[src/design/dbba_pkg.sv]
// ---------------------------------------------------------------------------
// dbba_pkg
// types, codes and defaults of the data block bitmap allocator
// ---------------------------------------------------------------------------
package dbba_pkg;

  localparam int unsigned MAP_BITS_DEF  = 4096;
  localparam int unsigned WORD_BITS_DEF = 64;

  localparam logic [31:0] DATA_START_RST  = 32'd4;
  localparam logic [31:0] BLOCK_TOTAL_RST = 32'd0;
  localparam logic [12:0] FREE_MAX        = 13'h1fff;

  typedef enum logic [0:0] {
    FUNC_ALLOC = 1'b0,
    FUNC_FREE  = 1'b1
  } func_e;

  typedef enum logic [1:0] {
    ST_OK      = 2'd0,
    ST_NOSPACE = 2'd1,
    ST_RANGE   = 2'd2,
    ST_ALREADY = 2'd3
  } status_e;

  typedef enum logic [0:0] {
    CFG_DATA_START  = 1'b0,
    CFG_BLOCK_TOTAL = 1'b1
  } cfg_idx_e;

  typedef enum logic [1:0] {
    S_CLEAR,
    S_IDLE,
    S_SCAN,
    S_RESP
  } state_e;

  typedef struct packed {
    func_e       func;
    logic [31:0] block_number;
  } req_t;

  typedef struct packed {
    status_e     status;
    logic [31:0] granted_block;
    logic [12:0] free_count;
  } resp_t;

  // address width of a memory of the given depth, at least one bit
  function automatic int unsigned addr_w(int unsigned depth);
    int unsigned w;
    w = 1;
    while ((1 << w) < depth) begin
      w = w + 1;
    end
    return w;
  endfunction

endpackage

[src/design/dbba_ram.sv]
// ---------------------------------------------------------------------------
// dbba_ram
// generic simple dual-port ram, one write and one registered read port
// ---------------------------------------------------------------------------
module dbba_ram #(
  parameter int unsigned WIDTH = 8,
  parameter int unsigned DEPTH = 16
) (
  input  logic                                   clk_i,
  input  logic                                   we_i,
  input  logic [dbba_pkg::addr_w(DEPTH)-1:0]     waddr_i,
  input  logic [WIDTH-1:0]                       wdata_i,
  input  logic [dbba_pkg::addr_w(DEPTH)-1:0]     raddr_i,
  output logic [WIDTH-1:0]                       rdata_o
);

  logic [WIDTH-1:0] mem [DEPTH];
  logic [WIDTH-1:0] rdata_q;

  always_ff @(posedge clk_i) begin
    if (we_i) begin
      mem[waddr_i] <= wdata_i;
    end
    rdata_q <= mem[raddr_i];
  end

  assign rdata_o = rdata_q;

endmodule

[src/design/data_block_bitmap_allocator_top.sv]
// ---------------------------------------------------------------------------
// data_block_bitmap_allocator_top
// first-fit block allocator over a usage bitmap held in one ram
// ---------------------------------------------------------------------------
// usage:
//  - request channel (in_valid_i/in_ready_o/in_data_i): one beat is an
//    allocate or a free of block_number; exactly one response beat follows
//  - response channel (out_valid_o/out_ready_i/out_data_o): status, granted
//    block and the free count after the request
//  - config port: cfg_we_i writes data_start (index 0) or block_total
//    (index 1); write only while no request is in flight
//  - scan: words are streamed from the ram one per cycle from word 0;
//    the registered read word is evaluated while the next is in flight,
//    and the scan stops at the word holding the answer or once the
//    managed range is used up; an out-of-range free skips the scan
//  - one request at a time, set by the single ram read port; in_ready_o
//    returns once the response is loaded and the state is back in idle
//  - reset: the ram is cleared word by word, all MAP_WORDS words, with
//    in_ready_o low; config writes still land
//  - stall: a finished response waits in the output register; a new
//    request is still taken, its response then waits until the old beat
//    has been taken
// ---------------------------------------------------------------------------
module data_block_bitmap_allocator_top #(
  parameter int unsigned MAP_BITS  = dbba_pkg::MAP_BITS_DEF,
  parameter int unsigned WORD_BITS = dbba_pkg::WORD_BITS_DEF
) (
  input  logic                clk_i,
  input  logic                rst_ni,
  input  logic                in_valid_i,
  output logic                in_ready_o,
  input  dbba_pkg::req_t      in_data_i,
  output logic                out_valid_o,
  input  logic                out_ready_i,
  output dbba_pkg::resp_t     out_data_o,
  input  logic                cfg_we_i,
  input  logic [0:0]          cfg_idx_i,
  input  logic [31:0]         cfg_wdata_i
);

  localparam int unsigned MAP_WORDS = (MAP_BITS + WORD_BITS - 1) / WORD_BITS;
  localparam int unsigned AW        = dbba_pkg::addr_w(MAP_WORDS);
  // bit offset inside a word
  localparam int unsigned OW        = dbba_pkg::addr_w(WORD_BITS);
  // bit index / word base, up to MAP_BITS + WORD_BITS - 1
  localparam int unsigned BW        = dbba_pkg::addr_w(MAP_BITS + WORD_BITS);
  // count of blocks in use, up to MAP_BITS
  localparam int unsigned CW        = dbba_pkg::addr_w(MAP_BITS + 1);

  // state and config
  dbba_pkg::state_e    state_q, state_d;
  logic [31:0]         ds_q, bt_q;
  logic [CW-1:0]       in_use_q, in_use_d;

  // request context
  dbba_pkg::func_e     func_q, func_d;
  logic [BW-1:0]       limit_q, limit_d;

  // read stream: issue side and evaluate side
  logic [AW-1:0]       rd_ptr_q, rd_ptr_d;
  logic [BW-1:0]       rd_base_q, rd_base_d;
  logic                ev_vld_q, ev_vld_d;
  logic [AW-1:0]       ev_ptr_q, ev_ptr_d;
  logic [BW-1:0]       ev_base_q, ev_base_d;

  // pending result and output register
  dbba_pkg::status_e   res_status_q, res_status_d;
  logic [31:0]         res_grant_q, res_grant_d;
  logic                out_valid_q, out_valid_d;
  dbba_pkg::resp_t     out_data_q, out_data_d;

  // ram port
  logic                ram_we;
  logic [AW-1:0]       ram_waddr;
  logic [WORD_BITS-1:0] ram_wdata;
  logic [WORD_BITS-1:0] ram_rdata;

  // evaluation of the word on the read port
  logic                issue;
  logic [BW-1:0]       diff;
  logic [WORD_BITS-1:0] cand;
  logic                alloc_hit;
  logic [OW-1:0]       alloc_off;
  logic                free_word;
  logic [OW-1:0]       free_off;
  logic                free_set;
  logic [WORD_BITS-1:0] sel_mask;

  // request decode at accept
  logic                accept;
  logic [31:0]         span;
  logic [BW-1:0]       managed;
  logic [31:0]         free_idx;
  logic                free_bad;

  // free count
  logic [BW-1:0]       free_raw;
  logic [12:0]         free_cnt;

  dbba_ram #(
    .WIDTH (WORD_BITS),
    .DEPTH (MAP_WORDS)
  ) u_map (
    .clk_i   (clk_i),
    .we_i    (ram_we),
    .waddr_i (ram_waddr),
    .wdata_i (ram_wdata),
    .raddr_i (rd_ptr_q),
    .rdata_o (ram_rdata)
  );

  // managed block count, capped at the bitmap size
  always_comb begin
    span = bt_q - ds_q;
    if (bt_q <= ds_q) begin
      managed = '0;
    end else if (span > 32'(MAP_BITS)) begin
      managed = BW'(MAP_BITS);
    end else begin
      managed = BW'(span);
    end
  end

  // free count after the request, saturated at both ends
  always_comb begin
    free_raw = (managed > BW'(in_use_q)) ? (managed - BW'(in_use_q)) : '0;
    free_cnt = (32'(free_raw) > 32'(dbba_pkg::FREE_MAX)) ? dbba_pkg::FREE_MAX
                                                         : 13'(free_raw);
  end

  // free range check, done at accept
  always_comb begin
    free_idx = in_data_i.block_number - ds_q;
    free_bad = (in_data_i.block_number < ds_q) || (in_data_i.block_number >= bt_q) ||
               (free_idx >= 32'(MAP_BITS));
  end

  assign accept = in_valid_i && in_ready_o;
  assign issue  = rd_base_q < limit_q;

  // bits of the current word that lie below the limit start at ev_base_q
  assign diff = limit_q - ev_base_q;

  // lowest clear bit inside the managed range
  always_comb begin
    for (int k = 0; k < WORD_BITS; k++) begin
      cand[k] = !ram_rdata[k] && (diff > BW'(k));
    end
    alloc_hit = 1'b0;
    alloc_off = '0;
    for (int k = WORD_BITS - 1; k >= 0; k--) begin
      if (cand[k]) begin
        alloc_hit = 1'b1;
        alloc_off = OW'(k);
      end
    end
  end

  // for a free the limit is index + 1, so the word holds it once diff fits
  assign free_word = diff <= BW'(WORD_BITS);
  assign free_off  = OW'(diff - BW'(1));
  assign free_set  = ram_rdata[free_off];

  assign sel_mask = {{(WORD_BITS - 1){1'b0}}, 1'b1}
                    << ((func_q == dbba_pkg::FUNC_ALLOC) ? alloc_off : free_off);

  // next state
  always_comb begin
    state_d = state_q;
    case (state_q)
      dbba_pkg::S_CLEAR: begin
        if (rd_ptr_q == AW'(MAP_WORDS - 1)) begin
          state_d = dbba_pkg::S_IDLE;
        end
      end
      dbba_pkg::S_IDLE: begin
        if (accept) begin
          if (in_data_i.func == dbba_pkg::FUNC_FREE && free_bad) begin
            state_d = dbba_pkg::S_RESP;
          end else begin
            state_d = dbba_pkg::S_SCAN;
          end
        end
      end
      dbba_pkg::S_SCAN: begin
        if (ev_vld_q) begin
          if ((func_q == dbba_pkg::FUNC_ALLOC && alloc_hit) ||
              (func_q == dbba_pkg::FUNC_FREE && free_word)) begin
            state_d = dbba_pkg::S_RESP;
          end
        end else if (!issue) begin
          state_d = dbba_pkg::S_RESP;
        end
      end
      dbba_pkg::S_RESP: begin
        if (!out_valid_q || out_ready_i) begin
          state_d = dbba_pkg::S_IDLE;
        end
      end
      default: state_d = dbba_pkg::S_CLEAR;
    endcase
  end

  // datapath and outputs
  always_comb begin
    in_ready_o   = 1'b0;
    ram_we       = 1'b0;
    ram_waddr    = ev_ptr_q;
    ram_wdata    = ram_rdata;
    rd_ptr_d     = rd_ptr_q;
    rd_base_d    = rd_base_q;
    ev_vld_d     = 1'b0;
    ev_ptr_d     = ev_ptr_q;
    ev_base_d    = ev_base_q;
    func_d       = func_q;
    limit_d      = limit_q;
    in_use_d     = in_use_q;
    res_status_d = res_status_q;
    res_grant_d  = res_grant_q;
    out_valid_d  = out_valid_q && !out_ready_i;
    out_data_d   = out_data_q;

    case (state_q)
      dbba_pkg::S_CLEAR: begin
        ram_we    = 1'b1;
        ram_waddr = rd_ptr_q;
        ram_wdata = '0;
        rd_ptr_d  = (rd_ptr_q == AW'(MAP_WORDS - 1)) ? '0 : rd_ptr_q + AW'(1);
      end
      dbba_pkg::S_IDLE: begin
        in_ready_o = 1'b1;
        if (accept) begin
          func_d       = in_data_i.func;
          rd_ptr_d     = '0;
          rd_base_d    = '0;
          res_status_d = dbba_pkg::ST_RANGE;
          res_grant_d  = '0;
          if (in_data_i.func == dbba_pkg::FUNC_ALLOC) begin
            limit_d = managed;
          end else begin
            limit_d = BW'(free_idx) + BW'(1);
          end
        end
      end
      dbba_pkg::S_SCAN: begin
        // keep one word in flight ahead of the evaluation
        ev_vld_d  = issue;
        ev_ptr_d  = rd_ptr_q;
        ev_base_d = rd_base_q;
        if (issue) begin
          rd_ptr_d  = rd_ptr_q + AW'(1);
          rd_base_d = rd_base_q + BW'(WORD_BITS);
        end
        if (ev_vld_q) begin
          if (func_q == dbba_pkg::FUNC_ALLOC) begin
            if (alloc_hit) begin
              ram_we       = 1'b1;
              ram_wdata    = ram_rdata | sel_mask;
              in_use_d     = in_use_q + CW'(1);
              res_status_d = dbba_pkg::ST_OK;
              res_grant_d  = ds_q + 32'(ev_base_q) + 32'(alloc_off);
            end
          end else if (free_word) begin
            if (free_set) begin
              ram_we       = 1'b1;
              ram_wdata    = ram_rdata & ~sel_mask;
              in_use_d     = (in_use_q != '0) ? in_use_q - CW'(1) : in_use_q;
              res_status_d = dbba_pkg::ST_OK;
            end else begin
              res_status_d = dbba_pkg::ST_ALREADY;
            end
          end
        end else if (!issue) begin
          // whole managed range scanned without a clear bit
          res_status_d = dbba_pkg::ST_NOSPACE;
        end
      end
      dbba_pkg::S_RESP: begin
        if (!out_valid_q || out_ready_i) begin
          out_valid_d              = 1'b1;
          out_data_d.status        = res_status_q;
          out_data_d.granted_block = res_grant_q;
          out_data_d.free_count    = free_cnt;
        end
      end
      default: begin
      end
    endcase
  end

  always_ff @(posedge clk_i or negedge rst_ni) begin
    if (!rst_ni) begin
      state_q     <= dbba_pkg::S_CLEAR;
      ds_q        <= dbba_pkg::DATA_START_RST;
      bt_q        <= dbba_pkg::BLOCK_TOTAL_RST;
      in_use_q    <= '0;
      rd_ptr_q    <= '0;
      rd_base_q   <= '0;
      ev_vld_q    <= 1'b0;
      out_valid_q <= 1'b0;
    end else begin
      state_q     <= state_d;
      in_use_q    <= in_use_d;
      rd_ptr_q    <= rd_ptr_d;
      rd_base_q   <= rd_base_d;
      ev_vld_q    <= ev_vld_d;
      out_valid_q <= out_valid_d;
      if (cfg_we_i) begin
        case (cfg_idx_i)
          dbba_pkg::CFG_DATA_START:  ds_q <= cfg_wdata_i;
          dbba_pkg::CFG_BLOCK_TOTAL: bt_q <= cfg_wdata_i;
          default: begin
          end
        endcase
      end
    end
  end

  // payload registers, no reset
  always_ff @(posedge clk_i) begin
    ev_ptr_q     <= ev_ptr_d;
    ev_base_q    <= ev_base_d;
    func_q       <= func_d;
    limit_q      <= limit_d;
    res_status_q <= res_status_d;
    res_grant_q  <= res_grant_d;
    out_data_q   <= out_data_d;
  end

  assign out_valid_o = out_valid_q;
  assign out_data_o  = out_data_q;

endmodule

[config.mk]
export PLATFORM = sky130hd
export DESIGN_NAME = data_block_bitmap_allocator_top
export DESIGN_NICKNAME = d
export VERILOG_FILES = /design/src/design/dbba_pkg.sv /design/src/design/dbba_ram.sv /design/src/design/data_block_bitmap_allocator_top.sv
export SDC_FILE = /design/constraint.sdc
export NUM_CORES = 2
export LEC_CHECK = 0
export ABC_AREA = 0
export BUFFER_PORTS_ARGS = -buffer_cell sky130_fd_sc_hd__buf_2
export CAP_MARGIN = 20
export CORE_MARGIN = 10
export CORE_UTILIZATION = 31
export DETAILED_ROUTE_END_ITERATION = 7
export GPL_ROUTABILITY_DRIVEN = 1
export GPL_TIMING_DRIVEN = 1
export PLACE_DENSITY = 0.56
export SYNTH_ARGS = -nofsm -noshare
export SYNTH_HDL_FRONTEND = slang
export SYNTH_HIERARCHICAL = 1
export SYNTH_SLANG_ARGS = --single-unit
[constraint.sdc]
create_clock -name clk_i -period 10.2 [get_ports clk_i]
set_input_delay 1.02 -clock clk_i [delete_from_list [all_inputs] [get_ports clk_i]]
set_output_delay 1.02 -clock clk_i [all_outputs]
set_load 0.01 [all_outputs]
# Word-level counts from Yosys, hierarchy flattened
# Memories as Yosys holds them, arrays and structs flattened. A register that Yosys moved wholly into a read port is not among the register bits.
# Index checks and enable logic that the tools add are counted.
# word_totals
regBits	214
ramBits	4096
inputBits	71
elab_cells	467
n_memories	1
# op_classes
n_addsub	12
magnitude_cmp	73
n_eq_ne	18
shifts	1
muxes	186
bitwise	5
reduce_logical	154
# mem_list
memory	words	word_bits	rd	rd_clocked_by_memory_dff	write_ports	line_no	text
u_map.mem	64	64	1	1	1	dbba_ram.sv:17	logic [WIDTH-1:0] mem [DEPTH];
# ops
operator	count
$gt 13x6->1 const B	32
$mux 6	69
$mux 64	5
$gt 13x5->1 const B	16
$mux 13	10
$mux 32	4
$pmux 64 s2	1
$gt 13x4->1 const B	8
$mux 1	77
$logic_and 1x1->1	69
$logic_not 1->1	66
$and 64x64->64	1
$not 64->64	1
$or 64x64->64	1
$pmux 32 s2	1
$shl 1x6->64 const A	1
$sub 32x32->32	2
$gt 13x3->1 const B	4
$add 32x13->32	1
$add 32x6->32	1
$ge 32x13->1 const B	1
$ge 32x32->1	1
$gt 32x13->1 const B	1
$le 32x32->1	1
other kinds (37)	75

# Logic depth before layout (Yosys ltp)
# depth
ltp_word	76
ltp_mapped	35
mapped_depth_nobuf	33

# Cells and area by module
# The synthesis kept the hierarchy.
# modules_own_cells
mod	n_inst	cells_each	area_per_inst_um2	seq_area_each_um2
dbba_ram	1	6598	156350.0	124279.2
data_block_bitmap_allocator_top	1	2256	19341.0	5596.6

# Least setup slack after synthesis
# Ideal clock, no wire load.
# synth_path
path_type	register to register
start	register limit_q[1]
end	memory u_map/mem[48][0] (netlist name), enable pin
t_arrival_ns	8.005
t_required_ns	9.636
path_slack_ns	1.631
path_stages_with_launch	17
path_buffers	2
synth_period_minus_slack_ns	8.569
cell_sequence	edfxtp_1 -> inv_1 -> ha_1 -> ha_1 -> buf_1 -> clkbuf_1 -> mux4_2 -> mux2i_1 -> nand2_1 -> o211ai_1 -> nand3_1 -> o31ai_1 -> or2_1 -> a211oi_1 -> or2_2 -> nand4b_1 -> nor3_1
# synth_via
elab_chain_cells	73
# synth_rtl
item	line_no	text
start, declared	data_block_bitmap_allocator_top.sv:57	logic [BW-1:0] limit_q, limit_d;
start signal, assigned	data_block_bitmap_allocator_top.sv:324	limit_q <= limit_d;
$sub 13x13->13 *	data_block_bitmap_allocator_top.sv:142	assign diff = limit_q - ev_base_q;
$gt 13x6->1	data_block_bitmap_allocator_top.sv:147	cand[k] = !ram_rdata[k] && (diff > BW'(k));
$logic_and 1x1->1	data_block_bitmap_allocator_top.sv:147	
$mux 1 (64 in a row)	data_block_bitmap_allocator_top.sv:152	if (cand[k]) begin
$mux 1	data_block_bitmap_allocator_top.sv:256	if (alloc_hit) begin
$mux 1 *	data_block_bitmap_allocator_top.sv:255	if (func_q == dbba_pkg::FUNC_ALLOC) begin
$mux 1 *	data_block_bitmap_allocator_top.sv:254	if (ev_vld_q) begin
$pmux 1 s2 *	data_block_bitmap_allocator_top.sv:223	case (state_q)
named net ram_we	data_block_bitmap_allocator_top.sv:73	logic ram_we;
$mux 1 *	dbba_ram.sv:21	if (we_i) begin
$mux 1 (implied by the code) *	dbba_ram.sv:22	mem[waddr_i] <= wdata_i;
end, declared	dbba_ram.sv:17	
# Mark *: on every way through the listed nets, which the timed path passes. The rest lies on a longest branch. The select of a mux whose other input is x is not followed.

# Final worst setup path
# layout_path
start	register limit_q[6]
end	register res_grant_q[31] (data pin)
# layout_via
elab_chain_cells	72
# layout_rtl
item	line_no	text
$sub 13x13->13 *	data_block_bitmap_allocator_top.sv:142	
$gt 13x6->1	data_block_bitmap_allocator_top.sv:147	
$logic_and 1x1->1	data_block_bitmap_allocator_top.sv:147	
$mux 6 (63 in a row)	data_block_bitmap_allocator_top.sv:152	
$mux 6 *	data_block_bitmap_allocator_top.sv:152	
$add 32x6->32 *	data_block_bitmap_allocator_top.sv:261	res_grant_d = ds_q + 32'(ev_base_q) + 32'(alloc_off);
$mux 32 *	data_block_bitmap_allocator_top.sv:256	
$mux 32 *	data_block_bitmap_allocator_top.sv:255	
$mux 32 *	data_block_bitmap_allocator_top.sv:254	
$pmux 32 s2 *	data_block_bitmap_allocator_top.sv:223	
end signal, assigned	data_block_bitmap_allocator_top.sv:326	res_grant_q <= res_grant_d;
end, declared	data_block_bitmap_allocator_top.sv:68	logic [31:0] res_grant_q, res_grant_d;
# Every way passes the cells marked *; elsewhere a longest branch is shown, timed or not. The select of a mux whose other input is x is not followed.
# A chain may end at the register's enable or synchronous reset.

==> flow_summary.ini <==
[outcome]
status = finished, final reports clean

[global_route]
track_usage_pct = 17.3
grt.overflow.total = 0
antenna_found_initial = 40
use_met3_pct = 3.45
grtUsageMet1_pct = 23.3
grt_pass1_vias = 94700
grt_use_met2_pct = 28.0
busiest_layer = met2
grt_pass1_wl_mm = 750
grt_max_degree = 128

[power_and_ir_drop]
leakage_nw = 62.6
vdd_drop_max_uv = 233
powerDensity_mw_per_mm2 = 275

[clock_tree]
clk_latency_ps = 1070
cts-resized-gates = 0
htree_levels = 5
clock_path_buffers = 4
cts_made_buffers = 436
clock-sinks = 4362
cts_root_buf = clkbuf_16
clkSlewWorstSetupHoldPaths_ps = 60
cts_tree = yes

[min_path]
hp-class = in -> reg
whs_endpoint = ds_q[11]
hp-start = cfg_wdata_i[11]
hold_depth = 3

[synthesis]
synth_cell_types = 107
synth_flop_cell = edfxtp_1
syn_area_per_cell_um2 = 19.8
async_reset_ff_share_pct = 2.15
synth.cell_area_mm2 = 0.176
yosys-top-cells-area = edfxtp_1 72%, mux4_2 13%, dfrtp_1 1.3%
synthDominantCellAreaShare_pct = 71.9
synth_nets = 9103
synth_edf_count = 4204
syn_inst = 8854
yosys.area.top_type = edfxtp_1
synth_warnings = 6
yosys_register_bits = 4362
yosysSeqAreaShare_pct = 73.9
ys_top_cells_by_count = 4204 x edfxtp_1, 1040 x mux4_2, 255 x nor2_1, 243 x nand2_1, 210 x inv_1
synth_most_common_cell = edfxtp_1

[sta]
tns_ps = 0
drv_slew = 0
hold_viol = 0
fin_worst_skew_ps = 82.8
slew_headroom_pct = 18.6
fmax_ghz = 0.116
finalCriticalPeriod_ps = 8590
tightestPinTransition_ps = 1220
setup_slack_ps = 1610
setup_viol = 0
rsz0062_at_grt = no
finalCritPeriodShare_pct = 84.2

[run]
maxCapViolCount = 0

[routing]
dr.first_iter.drc_count = 11700
via_per_inst = 5.45
antenna_left = 0
dr.pass1.iters = 6
wl_per_cell_um = 31.2
wl_mm = 536
vias = 93600
drcViolationCount = 0

[worst_setup_path]
crit_type = reg -> reg
crit_fanout = 51
critPathMaxStageDelay_ps = 740
rr_worst_depth = 30
r2r-end = res_grant_q[31]
worstPathArrival_ps = 9370
rr_startpoint = limit_q[6]
cp-start-kind = register
cp_slowest_cell = nor4_2
required_ps = 10980
regToRegSetupSlack_ps = 1610
end_kind = register

[die]
io_pins = 120
core_mm2 = 0.565
dieArea_mm2 = 0.597
die_y_um = 773
num_rows = 276
die_width_um = 773
start_util_pct = 31.1

[cells_and_area]
drive_gt1_share_pct = 24.9
syn2layout_area_growth_pct = 14.9
nets = 9526

[placed_design]
gp_congestion = 0.884
post-dp-hpwl_mm = 315
port-buffer-count = 119
pre_cts_ws_ps = 1440
-- sequential cells by signal, indices dropped and copies added, names as in the netlist, 6 cells and up --
| signal | cells |
|---|---|
| u_map/mem | 4096 |
| u_map/rdata_o | 64 |
| out_data_o | 47 |
| bt_q | 32 |
| ds_q | 32 |
| res_grant_q | 32 |
| in_use_q | 13 |
| limit_q | 13 |
| ev_base_q | 7 |
| rd_base_q | 7 |
| ev_ptr_q | 6 |
| rd_ptr_q | 6 |
-- power by group --
group | total (mW) | internal (mW) | switching [mW]
Combinational | 15.1 | 5.20 | 9.93
Clock | 15.8 | 8.91 | 6.89
Sequential | 24.5 | 23.7 | 0.768
Total | 55.4 | 37.9 | 17.6
-- cells by family after synthesis --
logic type | synth area share, %
buffers and inverters | 1.72
multiplexers | 14.5
flip-flops | 73.9
AND/OR/NAND/NOR | 3.10
XOR/XNOR | 0.469
adder cells (fa/ha/maj) | 1.29
other | 0.00427
AO/OA/AOI/OAI | 5.00
-- placed cells by master (no fill, tap or decap), types with 50 or more instances in the layout --
cell / n
edfxtp_1: 4204
mux4_2: 1040
clkbuf_16: 443
buf_4: 273
nand2_1: 236
inv_1: 210
nor2_1: 190
a22oi_1: 172
ha_1: 172
o21ai_0: 160
a21oi_1: 159
mux2i_1: 149
buf_2: 118
nand3_1: 96
a22o_1: 96
clkbuf_1: 92
and3_1: 91
o22ai_1: 90
clkinv_2: 90
dfrtp_1: 89
clkinv_1: 85
a211oi_1: 77
a31oi_1: 68
nor2_4: 65
dfxtp_1: 64
xnor2_1: 61
nor2b_1: 54
a21o_1: 53
nor3_1: 51
buf_12: 51
mux2_2: 50
-- routing by layer --
| metal | vias to the layer above | part of all wire, % | routed length, um |
|---|---|---|---|
| met3 | 867 | 8.4 | 44800 |
| met4 | 6 | 3.6 | 19400 |
| met2 | 4443 | 47 | 253000 |
| met1 | 50500 | 41 | 219000 |
| met5 | - | 0.0075 | 40 |
| li1 | 37700 | - | - |
-- through the flow --
step                      util (%)  std cells  instance area (um^2)  power [mW]  hold WS (ps)
after floorplan                  -       8854                176000        34.2           400
after global placement        33.2      16300                187000        39.6           408
after detailed placement      33.2      16300                188000        40.0           407
after CTS                     35.7      17100                202000        55.7           136
after global routing          35.7      17200                202000        57.5           164
final                         35.7      17200                202000        55.4           193
-- what timing repair did --
| action | 4_1_cts | 5_1_grt |
|---|---|---|
| hold endpoints to repair | 27 | 0 |
| buffers inserted | 0 | 0 |
| hold buffers | 1 | 0 |
-- critical path: cells and delay by family (launching register included) --
family                     cells  cell delay (ps)
DFF                            1              390
AOI/OAI and AO/OA             17             4180
buffers and inverters          2              280
and+or+nand+nor                6             1720
adders and majority gates      3             1160
xor gates and xnor gates       1              170
muxes                          1              380
-- area by class of cell --
cell class                 count  area, um^2
timing repair buffer         450        3780
antenna                       14        35.0
sequential                  4362      130000
inverter                     212         796
tap                         7506        9390
fill                       52100      363000
multi-input combinational   3815       44000
clock buffer                 549       11600
clock inverter               258        2390
-- worst max-delay path by stage --
stage | to | slack, ps | start
final | res_grant_q[31] | 1610 | limit_q[6]
after global routing | res_grant_q[31] | 1100 | ev_base_q[6]
after CTS | res_grant_q[19] | 1380 | ev_base_q[6]
after detailed placement | res_grant_q[19] | 1440 | limit_q[6]
after global placement | res_grant_q[19] | 1140 | ev_base_q[6]
after floorplan | u_map/mem[48][0] | 1630 | limit_q[1]
Power figures use the tool's default switching activity.
